**src/sv/dhcprx_pkg.sv**
```systemverilog
// Shared types, codes and constants of the DHCP client receive block.
package dhcprx_pkg;

  localparam logic [3:0] OC_SHORT      = 4'd0;
  localparam logic [3:0] OC_BAD_OP     = 4'd1;
  localparam logic [3:0] OC_BAD_XID    = 4'd2;
  localparam logic [3:0] OC_MALFORMED  = 4'd3;
  localparam logic [3:0] OC_NO_OFFER   = 4'd4;
  localparam logic [3:0] OC_REQUEST    = 4'd5;
  localparam logic [3:0] OC_NAK        = 4'd6;
  localparam logic [3:0] OC_BOUND      = 4'd7;
  localparam logic [3:0] OC_IGNORED    = 4'd8;
  localparam logic [3:0] OC_IGN_BOUND  = 4'd9;
  localparam logic [3:0] OC_DISCOVER   = 4'd10;

  localparam logic [1:0] PH_DISCOVER = 2'd0;
  localparam logic [1:0] PH_REQUEST  = 2'd1;
  localparam logic [1:0] PH_BOUND    = 2'd2;

  localparam logic [31:0] OP_WORD = 32'h0201_0600;
  localparam int unsigned MIN_LEN = 48 + 192 + 4;
  localparam int unsigned OPT_START = 240;
  localparam int unsigned MSG_TYPE_POS = OPT_START + 2;

  localparam logic [7:0] MSG_OFFER    = 8'h02;
  localparam logic [7:0] MSG_ACK      = 8'h05;
  localparam logic [7:0] MSG_NAK      = 8'h06;
  localparam logic [7:0] OPT_PAD      = 8'h00;
  localparam logic [7:0] OPT_END      = 8'hff;
  localparam logic [7:0] OPT_MSG_TYPE = 8'd53;
  localparam logic [7:0] OPT_NETMASK  = 8'd1;
  localparam logic [7:0] OPT_ROUTER   = 8'd3;
  localparam logic [7:0] OPT_DNS      = 8'd6;

  typedef struct packed {
    logic [3:0]  outcome;
    logic [1:0]  client_phase;
    logic [15:0] discover_secs;
    logic [31:0] offered_ip;
    logic [31:0] server_ip;
    logic [31:0] lease_netmask;
    logic [31:0] lease_gateway;
    logic [31:0] lease_dns;
  } result_t;

  function automatic logic [7:0] byte_sel(input logic [31:0] word, input logic [1:0] idx);
    logic [7:0] b;
    case (idx)
      2'd0:    b = word[31:24];
      2'd1:    b = word[23:16];
      2'd2:    b = word[15:8];
      default: b = word[7:0];
    endcase
    return b;
  endfunction

endpackage

```
**src/sv/dhcprx_core.sv**
```systemverilog
// Client phase, header checks, option walker and packet judgment.
module dhcprx_core import dhcprx_pkg::*; #(
  parameter int unsigned MAX_PACKET_BYTES = 512
) (
  input  logic        clk_i,
  input  logic        rst_ni,
  input  logic        cfg_we_i,
  input  logic [31:0] cfg_xid_i,
  input  logic        in_fire_i,
  input  logic        operation_i,
  input  logic [7:0]  rx_byte_i,
  input  logic        last_i,
  output logic        res_valid_o,
  output result_t     res_o
);

  localparam int unsigned POS_W = $clog2(MAX_PACKET_BYTES + 2);
  localparam int unsigned NOS_W = $clog2(MAX_PACKET_BYTES + 257);

  logic [31:0]      xid_q, xid_d;
  logic [1:0]       phase_q, phase_d;
  logic [15:0]      secs_q, secs_d;
  logic [POS_W-1:0] pos_q, pos_d;
  logic             op_ok_q, op_ok_d, xid_ok_q, xid_ok_d, opt_ok_q, opt_ok_d;
  logic [7:0]       msg_q, msg_d;
  logic [31:0]      yaddr_q, yaddr_d, saddr_q, saddr_d;
  logic [31:0]      cap_q [3];
  logic [31:0]      cap_d [3];
  logic [POS_W-1:0] win_start_q [3];
  logic [POS_W-1:0] win_start_d [3];
  logic [2:0]       win_open_q, win_open_d;
  logic [NOS_W-1:0] nos_q, nos_d;
  logic             walk_active_q, walk_active_d, walk_len_q, walk_len_d;

  logic [POS_W-1:0] win_diff [3];
  logic [2:0]       in_win;
  logic [1:0]       opt_slot;
  logic             opt_hit;

  always_comb begin
    for (int i = 0; i < 3; i++) begin
      win_diff[i] = pos_q - win_start_q[i];
      in_win[i]   = win_open_q[i] && (pos_q >= win_start_q[i]) && (win_diff[i] < POS_W'(4));
    end
  end

  always_comb begin
    opt_hit  = 1'b1;
    opt_slot = 2'd0;
    case (rx_byte_i)
      OPT_NETMASK: opt_slot = 2'd0;
      OPT_ROUTER:  opt_slot = 2'd1;
      OPT_DNS:     opt_slot = 2'd2;
      default:     opt_hit  = 1'b0;
    endcase
  end

  always_comb begin
    xid_d         = cfg_we_i ? cfg_xid_i : xid_q;
    phase_d       = phase_q;
    secs_d        = secs_q;
    pos_d         = pos_q;
    op_ok_d       = op_ok_q;
    xid_ok_d      = xid_ok_q;
    opt_ok_d      = opt_ok_q;
    msg_d         = msg_q;
    yaddr_d       = yaddr_q;
    saddr_d       = saddr_q;
    cap_d         = cap_q;
    win_start_d   = win_start_q;
    win_open_d    = win_open_q;
    nos_d         = nos_q;
    walk_active_d = walk_active_q;
    walk_len_d    = walk_len_q;
    res_valid_o   = 1'b0;
    res_o         = '0;

    if (in_fire_i) begin
      if (operation_i) begin
        if (phase_q == PH_DISCOVER) begin
          res_valid_o         = 1'b1;
          res_o.outcome       = OC_DISCOVER;
          res_o.client_phase  = phase_q;
          res_o.discover_secs = secs_q;
          secs_d              = secs_q + 16'd1;
        end
      end else begin
        if (pos_q < POS_W'(MAX_PACKET_BYTES)) begin
          pos_d = pos_q + POS_W'(1);
          if (pos_q < POS_W'(4)) begin
            if (rx_byte_i != byte_sel(OP_WORD, pos_q[1:0])) op_ok_d = 1'b0;
          end else if (pos_q < POS_W'(8)) begin
            if (rx_byte_i != byte_sel(xid_q, pos_q[1:0])) xid_ok_d = 1'b0;
          end else if (pos_q >= POS_W'(16) && pos_q < POS_W'(20)) begin
            yaddr_d = {yaddr_q[23:0], rx_byte_i};
          end else if (pos_q >= POS_W'(20) && pos_q < POS_W'(24)) begin
            saddr_d = {saddr_q[23:0], rx_byte_i};
          end else if (pos_q == POS_W'(OPT_START)) begin
            if (rx_byte_i != OPT_MSG_TYPE) opt_ok_d = 1'b0;
          end else if (pos_q == POS_W'(MSG_TYPE_POS)) begin
            msg_d = rx_byte_i;
          end

          for (int i = 0; i < 3; i++) begin
            if (in_win[i]) begin
              cap_d[i] = cap_q[i] | ({24'd0, rx_byte_i} << {~win_diff[i][1:0], 3'b000});
              if (win_diff[i] == POS_W'(3)) win_open_d[i] = 1'b0;
            end
          end

          if (walk_len_q) begin
            nos_d         = NOS_W'(pos_q) + NOS_W'(rx_byte_i) + NOS_W'(1);
            walk_active_d = 1'b1;
            walk_len_d    = 1'b0;
          end else if (walk_active_q && NOS_W'(pos_q) == nos_q) begin
            if (rx_byte_i == OPT_END) begin
              walk_active_d = 1'b0;
            end else if (rx_byte_i == OPT_PAD) begin
              nos_d = NOS_W'(pos_q) + NOS_W'(1);
            end else begin
              if (opt_hit) begin
                cap_d[opt_slot]       = '0;
                win_start_d[opt_slot] = pos_q + POS_W'(2);
                win_open_d[opt_slot]  = 1'b1;
              end
              walk_len_d = 1'b1;
            end
          end
        end else begin
          pos_d = POS_W'(MAX_PACKET_BYTES + 1);
        end

        if (last_i) begin
          res_valid_o = 1'b1;
          if (phase_q == PH_BOUND) begin
            res_o.outcome = OC_IGN_BOUND;
          end else if (pos_d < POS_W'(MIN_LEN) || pos_d > POS_W'(MAX_PACKET_BYTES)) begin
            res_o.outcome = OC_SHORT;
          end else if (!op_ok_d) begin
            res_o.outcome = OC_BAD_OP;
          end else if (!xid_ok_d) begin
            res_o.outcome = OC_BAD_XID;
          end else if (!opt_ok_d) begin
            res_o.outcome = OC_MALFORMED;
          end else if (phase_q == PH_DISCOVER) begin
            if (msg_d != MSG_OFFER) begin
              res_o.outcome = OC_NO_OFFER;
            end else begin
              res_o.outcome    = OC_REQUEST;
              phase_d          = PH_REQUEST;
              res_o.offered_ip = yaddr_d;
              res_o.server_ip  = saddr_d;
            end
          end else if (msg_d == MSG_NAK) begin
            res_o.outcome = OC_NAK;
            phase_d       = PH_DISCOVER;
          end else if (msg_d == MSG_ACK) begin
            res_o.outcome       = OC_BOUND;
            phase_d             = PH_BOUND;
            res_o.offered_ip    = yaddr_d;
            res_o.server_ip     = saddr_d;
            res_o.lease_netmask = cap_d[0];
            res_o.lease_gateway = cap_d[1];
            res_o.lease_dns     = cap_d[2];
          end else begin
            res_o.outcome = OC_IGNORED;
          end
          res_o.client_phase = phase_d;

          pos_d         = '0;
          op_ok_d       = 1'b1;
          xid_ok_d      = 1'b1;
          opt_ok_d      = 1'b1;
          msg_d         = '0;
          yaddr_d       = '0;
          saddr_d       = '0;
          for (int i = 0; i < 3; i++) begin
            cap_d[i]       = '0;
            win_start_d[i] = '0;
          end
          win_open_d    = '0;
          nos_d         = NOS_W'(OPT_START);
          walk_active_d = 1'b1;
          walk_len_d    = 1'b0;
        end
      end
    end
  end

  always_ff @(posedge clk_i or negedge rst_ni) begin
    if (!rst_ni) begin
      xid_q         <= '0;
      phase_q       <= PH_DISCOVER;
      secs_q        <= '0;
      pos_q         <= '0;
      op_ok_q       <= 1'b1;
      xid_ok_q      <= 1'b1;
      opt_ok_q      <= 1'b1;
      msg_q         <= '0;
      yaddr_q       <= '0;
      saddr_q       <= '0;
      for (int i = 0; i < 3; i++) begin
        cap_q[i]       <= '0;
        win_start_q[i] <= '0;
      end
      win_open_q    <= '0;
      nos_q         <= NOS_W'(OPT_START);
      walk_active_q <= 1'b1;
      walk_len_q    <= 1'b0;
    end else begin
      xid_q         <= xid_d;
      phase_q       <= phase_d;
      secs_q        <= secs_d;
      pos_q         <= pos_d;
      op_ok_q       <= op_ok_d;
      xid_ok_q      <= xid_ok_d;
      opt_ok_q      <= opt_ok_d;
      msg_q         <= msg_d;
      yaddr_q       <= yaddr_d;
      saddr_q       <= saddr_d;
      cap_q         <= cap_d;
      win_start_q   <= win_start_d;
      win_open_q    <= win_open_d;
      nos_q         <= nos_d;
      walk_active_q <= walk_active_d;
      walk_len_q    <= walk_len_d;
    end
  end

  a_end_clears: assert property (@(posedge clk_i) disable iff (!rst_ni)
    in_fire_i && !operation_i && last_i |=> pos_q == '0 && walk_active_q && !walk_len_q)
    else $error("Receiver not cleared after the last byte of a packet.");

  a_tick_quiet: assert property (@(posedge clk_i) disable iff (!rst_ni)
    in_fire_i && operation_i && phase_q != PH_DISCOVER |=> $stable(secs_q) && $stable(phase_q))
    else $error("Tick outside discover changed the client state.");

  a_bound_phase: assert property (@(posedge clk_i) disable iff (!rst_ni)
    res_valid_o && res_o.outcome == OC_BOUND |=> phase_q == PH_BOUND)
    else $error("Bound outcome without moving to the bound phase.");

endmodule

```
**src/sv/dhcp_client_rx_state_machine_top.sv**
```systemverilog
// Top level of the DHCP client receive block with its output buffer.
//
//   channel  handshake                  payload
//   cfg      cfg_valid_i / cfg_ready_o  cfg_transaction_id_i
//   in       in_valid_i  / in_ready_o   operation_i, rx_byte_i, last_i
//   out      out_valid_o / out_ready_i  outcome_o ... lease_dns_o
//
// Every item is processed in the cycle it is accepted; its result, if any, is
// registered, and one item per cycle is sustained while the input is not stalled.
// A two-entry output buffer lets input continue while one result waits.
// Input stalls only when both output entries hold results.
// Reset is asynchronous and puts the client in discover with all checks armed.
module dhcp_client_rx_state_machine_top import dhcprx_pkg::*; #(
  parameter int unsigned MAX_PACKET_BYTES = 512
) (
  input  logic        clk_i,
  input  logic        rst_ni,
  input  logic        cfg_valid_i,
  output logic        cfg_ready_o,
  input  logic [31:0] cfg_transaction_id_i,
  input  logic        in_valid_i,
  output logic        in_ready_o,
  input  logic        operation_i,
  input  logic [7:0]  rx_byte_i,
  input  logic        last_i,
  output logic        out_valid_o,
  input  logic        out_ready_i,
  output logic [3:0]  outcome_o,
  output logic [1:0]  client_phase_o,
  output logic [15:0] discover_secs_o,
  output logic [31:0] offered_ip_o,
  output logic [31:0] server_ip_o,
  output logic [31:0] lease_netmask_o,
  output logic [31:0] lease_gateway_o,
  output logic [31:0] lease_dns_o
);

  logic    in_fire, push, pop;
  logic    res_valid;
  result_t res;
  result_t out_q, skid_q;
  logic    out_valid_q, skid_valid_q;

  assign cfg_ready_o = 1'b1;
  assign in_ready_o  = !skid_valid_q;
  assign in_fire     = in_valid_i && in_ready_o;
  assign push        = res_valid;
  assign pop         = out_valid_q && out_ready_i;

  dhcprx_core #(
    .MAX_PACKET_BYTES(MAX_PACKET_BYTES)
  ) u_core (
    .clk_i       (clk_i),
    .rst_ni      (rst_ni),
    .cfg_we_i    (cfg_valid_i && cfg_ready_o),
    .cfg_xid_i   (cfg_transaction_id_i),
    .in_fire_i   (in_fire),
    .operation_i (operation_i),
    .rx_byte_i   (rx_byte_i),
    .last_i      (last_i),
    .res_valid_o (res_valid),
    .res_o       (res)
  );

  always_ff @(posedge clk_i or negedge rst_ni) begin
    if (!rst_ni) begin
      out_valid_q  <= 1'b0;
      skid_valid_q <= 1'b0;
    end else if (!out_valid_q || pop) begin
      out_valid_q  <= skid_valid_q || push;
      skid_valid_q <= 1'b0;
    end else if (push) begin
      skid_valid_q <= 1'b1;
    end
  end

  always_ff @(posedge clk_i) begin
    if (!out_valid_q || pop) begin
      out_q <= skid_valid_q ? skid_q : res;
    end else if (push) begin
      skid_q <= res;
    end
  end

  assign out_valid_o     = out_valid_q;
  assign outcome_o       = out_q.outcome;
  assign client_phase_o  = out_q.client_phase;
  assign discover_secs_o = out_q.discover_secs;
  assign offered_ip_o    = out_q.offered_ip;
  assign server_ip_o     = out_q.server_ip;
  assign lease_netmask_o = out_q.lease_netmask;
  assign lease_gateway_o = out_q.lease_gateway;
  assign lease_dns_o     = out_q.lease_dns;

  a_skid_order: assert property (@(posedge clk_i) disable iff (!rst_ni)
    skid_valid_q |-> out_valid_q)
    else $error("Second buffer entry holds an item while the first is empty.");

  a_skid_fill: assert property (@(posedge clk_i) disable iff (!rst_ni)
    push && out_valid_q && !out_ready_i |=> skid_valid_q)
    else $error("Result lost while the output was stalled.");

  a_skid_drain: assert property (@(posedge clk_i) disable iff (!rst_ni)
    skid_valid_q && out_ready_i |=> out_valid_q && !skid_valid_q)
    else $error("Buffered result not moved forward after the output drained.");

endmodule

```
**config.mk**
```make
export PLATFORM = sky130hd
export DESIGN_NAME = dhcp_client_rx_state_machine_top
export DESIGN_NICKNAME = d
export VERILOG_FILES = /design/src/sv/dhcprx_pkg.sv /design/src/sv/dhcprx_core.sv /design/src/sv/dhcp_client_rx_state_machine_top.sv
export SDC_FILE = /design/constraint.sdc
export NUM_CORES = 1
export LEC_CHECK = 0
export BUFFER_PORTS_ARGS = -buffer_cell sky130_fd_sc_hd__buf_4
export CORE_ASPECT_RATIO = 0.75
export CORE_MARGIN = 4
export CORE_UTILIZATION = 60
export CTS_CLUSTER_SIZE = 40
export DETAILED_ROUTE_END_ITERATION = 7
export GPL_TIMING_DRIVEN = 0
export HOLD_SLACK_MARGIN = 0.15
export PLACE_DENSITY = 0.88
export SLEW_MARGIN = 25
export SYNTH_ARGS = -nofsm -noshare
export SYNTH_HDL_FRONTEND = slang
export SYNTH_SLANG_ARGS = --single-unit
```
**constraint.sdc**
```tcl
create_clock -name clk_i -period 20.1 [get_ports clk_i]
set_input_delay 6.03 -clock clk_i [delete_from_list [all_inputs] [get_ports clk_i]]
set_output_delay 6.03 -clock clk_i [all_outputs]
set_load 0.005 [all_outputs]
```
==> results of run 1 <==
## path summary, 6_finish.rpt
path / depth (start not counted) / from / slack [ns] / endpoint
max in group asynchronous: 3 / rst_ni / 13.56 / u_core.nos_q[7]$_DFFE_PN1P_
hold reg to reg: 1 / u_core.secs_q[15]$_DFFE_PN0P_ / 0.47 / u_core.secs_q[15]$_DFFE_PN0P_
min in group asynchronous: 1 / rst_ni / 5.31 / u_core.saddr_q[17]$_DFFE_PN0P_
setup / recovery: 10 / rx_byte_i[6] / 10.43 / u_core.win_start_q[13]$_DFFE_PN0P_
setup reg to reg: 14 / u_core.pos_q[0]$_DFFE_PN0P_ / 14.91 / offered_ip_o[3]$_DFFE_PN_
hold / removal: 1 / u_core.secs_q[15]$_DFFE_PN0P_ / 0.47 / u_core.secs_q[15]$_DFFE_PN0P_
## layout make-up
type	instances	area, um2
Timing Repair Buffer	243	2070
Multi-Input combinational cell	1770	10700
Inverter	74	278
Tap cell	648	811
Buffer	202	861
Clock buffer	80	1620
Clock inverter	31	392
Fill cell	3204	14300
Sequential cell	642	17900
## metrics by stage
stage               area (um2)  std cells  hold slack, ns  util (%)
floorplan                29700       2688           0.434         -
global placement         32200       3565           0.451      65.9
detailed placement       32600       3579           0.461      66.7
CTS                      34600       3690           0.470      70.8
global route             34600       3690           0.473      70.8
finish                   34600       3690           0.474      70.8
## synthesized netlist by cell type, drive strengths merged (15+ instances only)
master / number
a21oi: 118
a22oi: 91
a221o: 17
nor3: 24
nor2b: 15
buf: 50
nor2: 256
clkbuf: 152
and2: 54
ha: 46
edfxtp: 364
nand2: 331
a22o: 39
a21o: 37
a21boi: 17
inv: 70
o22ai: 28
a31oi: 20
mux2: 26
o211ai: 15
dfrtp: 270
mux2i: 78
nand4: 17
nand3: 30
o21ai: 276
xnor2: 45
## worst max-delay path, stage by stage
cell and delay, ns:
buf_4 0.11, clkbuf_1 0.44, or3_4 0.52, nor4_1 0.78
nand3_1 0.33, or4_1 0.46, buf_2 0.24, a21oi_1 0.67
buf_2 0.43, o32ai_1 0.15
## report_power, final
group          internal, mW  switching (mW)
sequential             1.43          0.0322
combinational        0.0944           0.157
clock                 0.661           0.517
total                  2.19           0.705
## kinds of logic (layout without fill, tap and decap cells)
family                   after synthesis  count (layout)  synth area share, %
AND/OR/NAND/NOR                      808             808                 12.2
AO/OA/AOI/OAI                        749             749                 16.1
flip-flops                           642             642                 60.3
buffers and inverters                276             630                 3.83
multiplexers                         104             104                 3.66
XOR/XNOR                              58              58                 1.71
adder cells (fa/ha/maj)               50              50                 2.21
other                                  1               1               0.0126
## registers in the layout, summed over array words and instances, names as in the netlist, 16 cells and up
register            flops
skid_q                182
u_core.xid_q           32
server_ip_o            32
discover_secs_o        16
u_core.saddr_q         32
u_core.win_start_q     30
u_core.secs_q          16
lease_gateway_o        32
lease_dns_o            32
lease_netmask_o        32
offered_ip_o           32
u_core.yaddr_q         32
u_core.cap_q           96
## routing by layer
layer | wire length [um] | share of wire, % | track usage (%) | vias up
met1 | 33500 | 37 | 44.3 | 11700
met2 | 40800 | 46 | 51.4 | 1829
met4 | 4430 | 4.9 | 14.3 | 2
met5 | 13 | 0.015 | 0 | -
met3 | 10900 | 12 | 8.53 | 346
li1 | - | - | - | 10400
==> impl_metrics.tcl, run 1 <==
set metrics [dict create \
    synth_seq_cells 642 \
    cts_sinks 642 \
    maxCapViolations 0 \
    p_total_mw 2.89 \
    status "complete, no violations" \
    n_antenna_cell 0 \
    cts_hold_buf 0 \
    min_path_type "flop to flop" \
    cts_setup_buffers 0 \
    rsz0062_at_grt "false" \
    grt_pass1_vias 23800 \
    critical_path_class "input pin to flop" \
    hold_viol 0 \
    die_y_um 201 \
    syn_inst 2688 \
    arrival_ns 10.18 \
    drt-wirelength-per-cell_um 24.3 \
    boundaryPins 232 \
    via_per_inst 6.57 \
    grt_pass1_wl_um 138000 \
    yosysSeqAreaShare_pct 60.3 \
    final_common_cell "edfxtp_1" \
    required_ns 20.61 \
    initial_core_util_pct 60.8 \
    design.core.area_um2 48900 \
    cp_max_fo 10 \
    row_count 70 \
    clk_path_buf_depth 3 \
    worst_clock_skew_ns 0.0423 \
    clk_latency_ns 0.67 \
    die_x_um 265 \
    drc 0 \
    dpl.hpwl_um 62200 \
    first_pass_iters 7 \
    synth_warnings 0 \
    synth_edf_count 364 \
    antenna_found_initial 2 \
    startpoint_type "input pin" \
    grt_max_degree 84 \
    post_cts_resized 0 \
    yosysTopAreaCell "edfxtp_1" \
    place_ws_ns 10.0 \
    clk_pin_slew_ns 0.07 \
    route.final.wire_length_um 89600 \
    drive_above_1_share_pct 14.3 \
    p_per_area_nw_per_um2 83.6 \
    syn-num-nets 2785 \
    syn_area_um2 29700 \
    root_buffer "clkbuf_16" \
    drtAntennaViolNets 0 \
    finalSetupViolCount 0 \
    vias 24300 \
    synth_top_area_share_pct 36.8 \
    setup_slack_ns 10.43 \
    syn_area_per_cell_um2 11.0 \
    die_area_um2 53100 \
    max_freq_ghz 0.103 \
    p_leak_nw 14.8 \
    drtIter0Drc 3855 \
    gr-total-overflow 0 \
    maxSlewHeadroom_pct 20.7 \
    yosys.cell_types.count 82 \
    htreeDepth 2 \
    period_share_pct 48.1 \
    vdd_drop_max_v 0.0000676 \
    most-common-layout-cells "edfxtp_1 (364), nand2_1 (330), o21ai_0 (272)" \
    track_usage_pct 33.0 \
    numCtsBuffers 59 \
    synth_area_leaders "edfxtp_1 (37%), dfrtp_1 (23%), o21ai_0 (4.6%)" \
    cts_tree "yes" \
    ys.flop_type "edfxtp_1" \
    worstSetupEndpointType "flop" \
    ys_async_sr_fraction_pct 43.3 \
    min_period_ns 9.67 \
    io_buffer_count 229 \
    final.setup.tns_ns 0 \
    layout.nets 3089 \
    areaGrowthSynthToFinish_pct 16.5 \
    final_max_slew_viol_count 0 \
    worst_pin_slew_ns 1.19 \
    routabilityCongestion 0.964 \
]
Note: power is estimated with default switching activity, not from simulation.
==> inputs of run 2 (changes only) <==
Clock period 20.1 ns to 9 ns, I/O delays scaled along.
==> impl_metrics.tcl, run 2 (synthesized netlist as in run 1, its figures left out) <==
set metrics [dict create \
    status "complete, no violations" \
    min_path_cells 2 \
    areaGrowthSynthToFinish_pct 16.4 \
    required_ns 9.39 \
    most-common-layout-cells "edfxtp_1 (364), nand2_1 (330), o21ai_0 (272)" \
    r2r_cells 14 \
    dpl-instance-area_um2 32600 \
    design.core.area_um2 48900 \
    drtAntennaViolNets 0 \
    stdcell_count 3687 \
    drive_above_1_share_pct 14.6 \
    final_cell_area_um2 34500 \
    via_per_inst 6.54 \
    drt-wirelength-per-cell_um 24.3 \
    gr-total-overflow 0 \
    largest_reg_flops 182 \
    max_freq_ghz 0.158 \
    die_area_um2 53100 \
    grt_pass1_wl_um 137000 \
    internal-power_mw 4.84 \
    clkPwrFrac_pct 40.1 \
    track_usage_pct 32.9 \
    min_period_ns 6.34 \
    pwr-share-seq_pct 51.2 \
    cts_setup_buffers 0 \
    routabilityCongestion 0.960 \
    cts_sinks 642 \
    row_count 70 \
    p_per_area_nw_per_um2 185 \
    numCtsBuffers 58 \
    post_cts_resized 0 \
    min_path_type "flop to flop" \
    worst_pin_slew_ns 1.12 \
    period_share_pct 70.5 \
    top_regs "skid_q x182, u_core.cap_q x96" \
    finalSetupViolCount 0 \
    seq_area_um2 17900 \
    regToRegSetupSlack_ns 3.65 \
    die_x_um 265 \
    fillers 3248 \
    initial_core_util_pct 60.8 \
    root_buffer "clkbuf_16" \
    route.final.wire_length_um 89700 \
    sw_frac_of_total_pct 24.2 \
    place_ws_ns 2.23 \
    holdCritStartpoint "u_core.op_ok_q$_DFFE_PN1P_" \
    dp_cells 3578 \
    n_antenna_cell 0 \
    drtIter0Drc 3502 \
    cp_max_fo 10 \
    multi_input_area_um2 10700 \
    setup_slack_ns 2.66 \
    maxCapViolations 0 \
    r2r-end "server_ip_o[2]$_DFFE_PN_" \
    final_common_cell "edfxtp_1" \
    startpoint_type "input pin" \
    vdd_drop_max_v 0.000130 \
    first_pass_iters 6 \
    htreeDepth 2 \
    hold_viol 0 \
    worst_clock_skew_ns 0.0264 \
    arrival_ns 6.74 \
    vias 24100 \
    dpl.hpwl_um 62400 \
    reg2reg_from "u_core.pos_q[0]$_DFFE_PN0P_" \
    critical_path_class "input pin to flop" \
    layout.nets 3087 \
    grt_max_degree 79 \
    die_y_um 201 \
    antenna_found_initial 0 \
    regMostFlops "skid_q" \
    cts_hold_buf 0 \
    hold_path_end "u_core.op_ok_q$_DFFE_PN1P_" \
    clk_latency_ns 0.64 \
    io_buffer_count 229 \
    final_max_slew_viol_count 0 \
    comb_power_share_pct 8.7 \
    cts_tree "yes" \
    worstSetupEndpointType "flop" \
    clk_path_buf_depth 3 \
    boundaryPins 232 \
    maxSlewHeadroom_pct 24.7 \
    clk_pin_slew_ns 0.07 \
    rsz0062_at_grt "false" \
    switchingPower_mw 1.55 \
    grt_pass1_vias 23500 \
    p_total_mw 6.39 \
    p_leak_nw 14.8 \
    drc 0 \
]
==> run 2: cell types whose count changed in the layout (fill, tap and decap cells not counted), moves of 2 or more <==
cell and change:
clkbuf_16 -2, clkinv_1 -4, clkbuf_1 -7, clkinvlp_4 +2
clkbuf_8 +5, clkinv_2 +11
==> run 2: how the worst max path moves through the flow <==
stage,endpoint,slack [ns],startpoint,cells after the start
final,server_ip_o[2]$_DFFE_PN_,2.66,rx_byte_i[6],11
after global routing,u_core.win_start_q[17]$_DFFE_PN0P_,2.64,rx_byte_i[6],10
after CTS,u_core.win_start_q[17]$_DFFE_PN0P_,2.84,rx_byte_i[6],10
after detailed placement,u_core.win_start_q[17]$_DFFE_PN0P_,2.23,rx_byte_i[6],10
after global placement,skid_q[64]$_DFFE_PP_,-7.14,out_ready_i,3
after floorplan,skid_q[0]$_DFFE_PP_,-3.43,out_ready_i,2
==> run 2: power groups by stage <==
stage	clock network (mW)	registers [mW]	logic [mW]
floorplan	0	3.31	0.287
global placement	0	3.33	0.511
detailed placement	0	3.33	0.543
CTS	2.57	3.27	0.547
global route	2.71	3.28	0.599
finish	2.56	3.27	0.558
==> run 2: layout make-up <==
cell class / count / area share (%)
clock buffer: 75 / 4.65
multi-input combinational: 1770 / 30.9
clock inverter: 34 / 1.03
timing repair buffer: 242 / 5.97
inverter: 74 / 0.804
buffer: 202 / 2.49
tap: 648 / 2.35
sequential: 642 / 51.8
==> run 2: layer usage <==
layer / GRT usage, % / wire length (um) / vias to the layer above
li1: - / - / 10400
met1: 44.7 / 33600 / 11600
met2: 51.4 / 41100 / 1810
met3: 8.70 / 11100 / 313
met4: 12.7 / 3950 / 0
met5: 0 / 0 / -
==> run 2: critical path: stages <==
cell and delay (ns):
buf_4 0.12, clkbuf_1 0.42, or3_4 0.51, nor4_1 0.75, mux2i_1 0.22, or3_1 0.43, nand2_1 0.11, or4b_1 0.59
buf_2 0.29, buf_6 0.20, o21ai_0 0.39
==> run 2: metrics by stage <==
step	util, %	hold slack (ns)	TNS (ns)
3_3_place_gp	65.9	0.454	-1297.17
6_report	70.7	0.477	0
4_1_cts	70.7	0.475	0
5_1_grt	70.7	0.503	0
2_1_floorplan	-	0.434	-623.51
3_5_place_dp	66.7	0.459	0
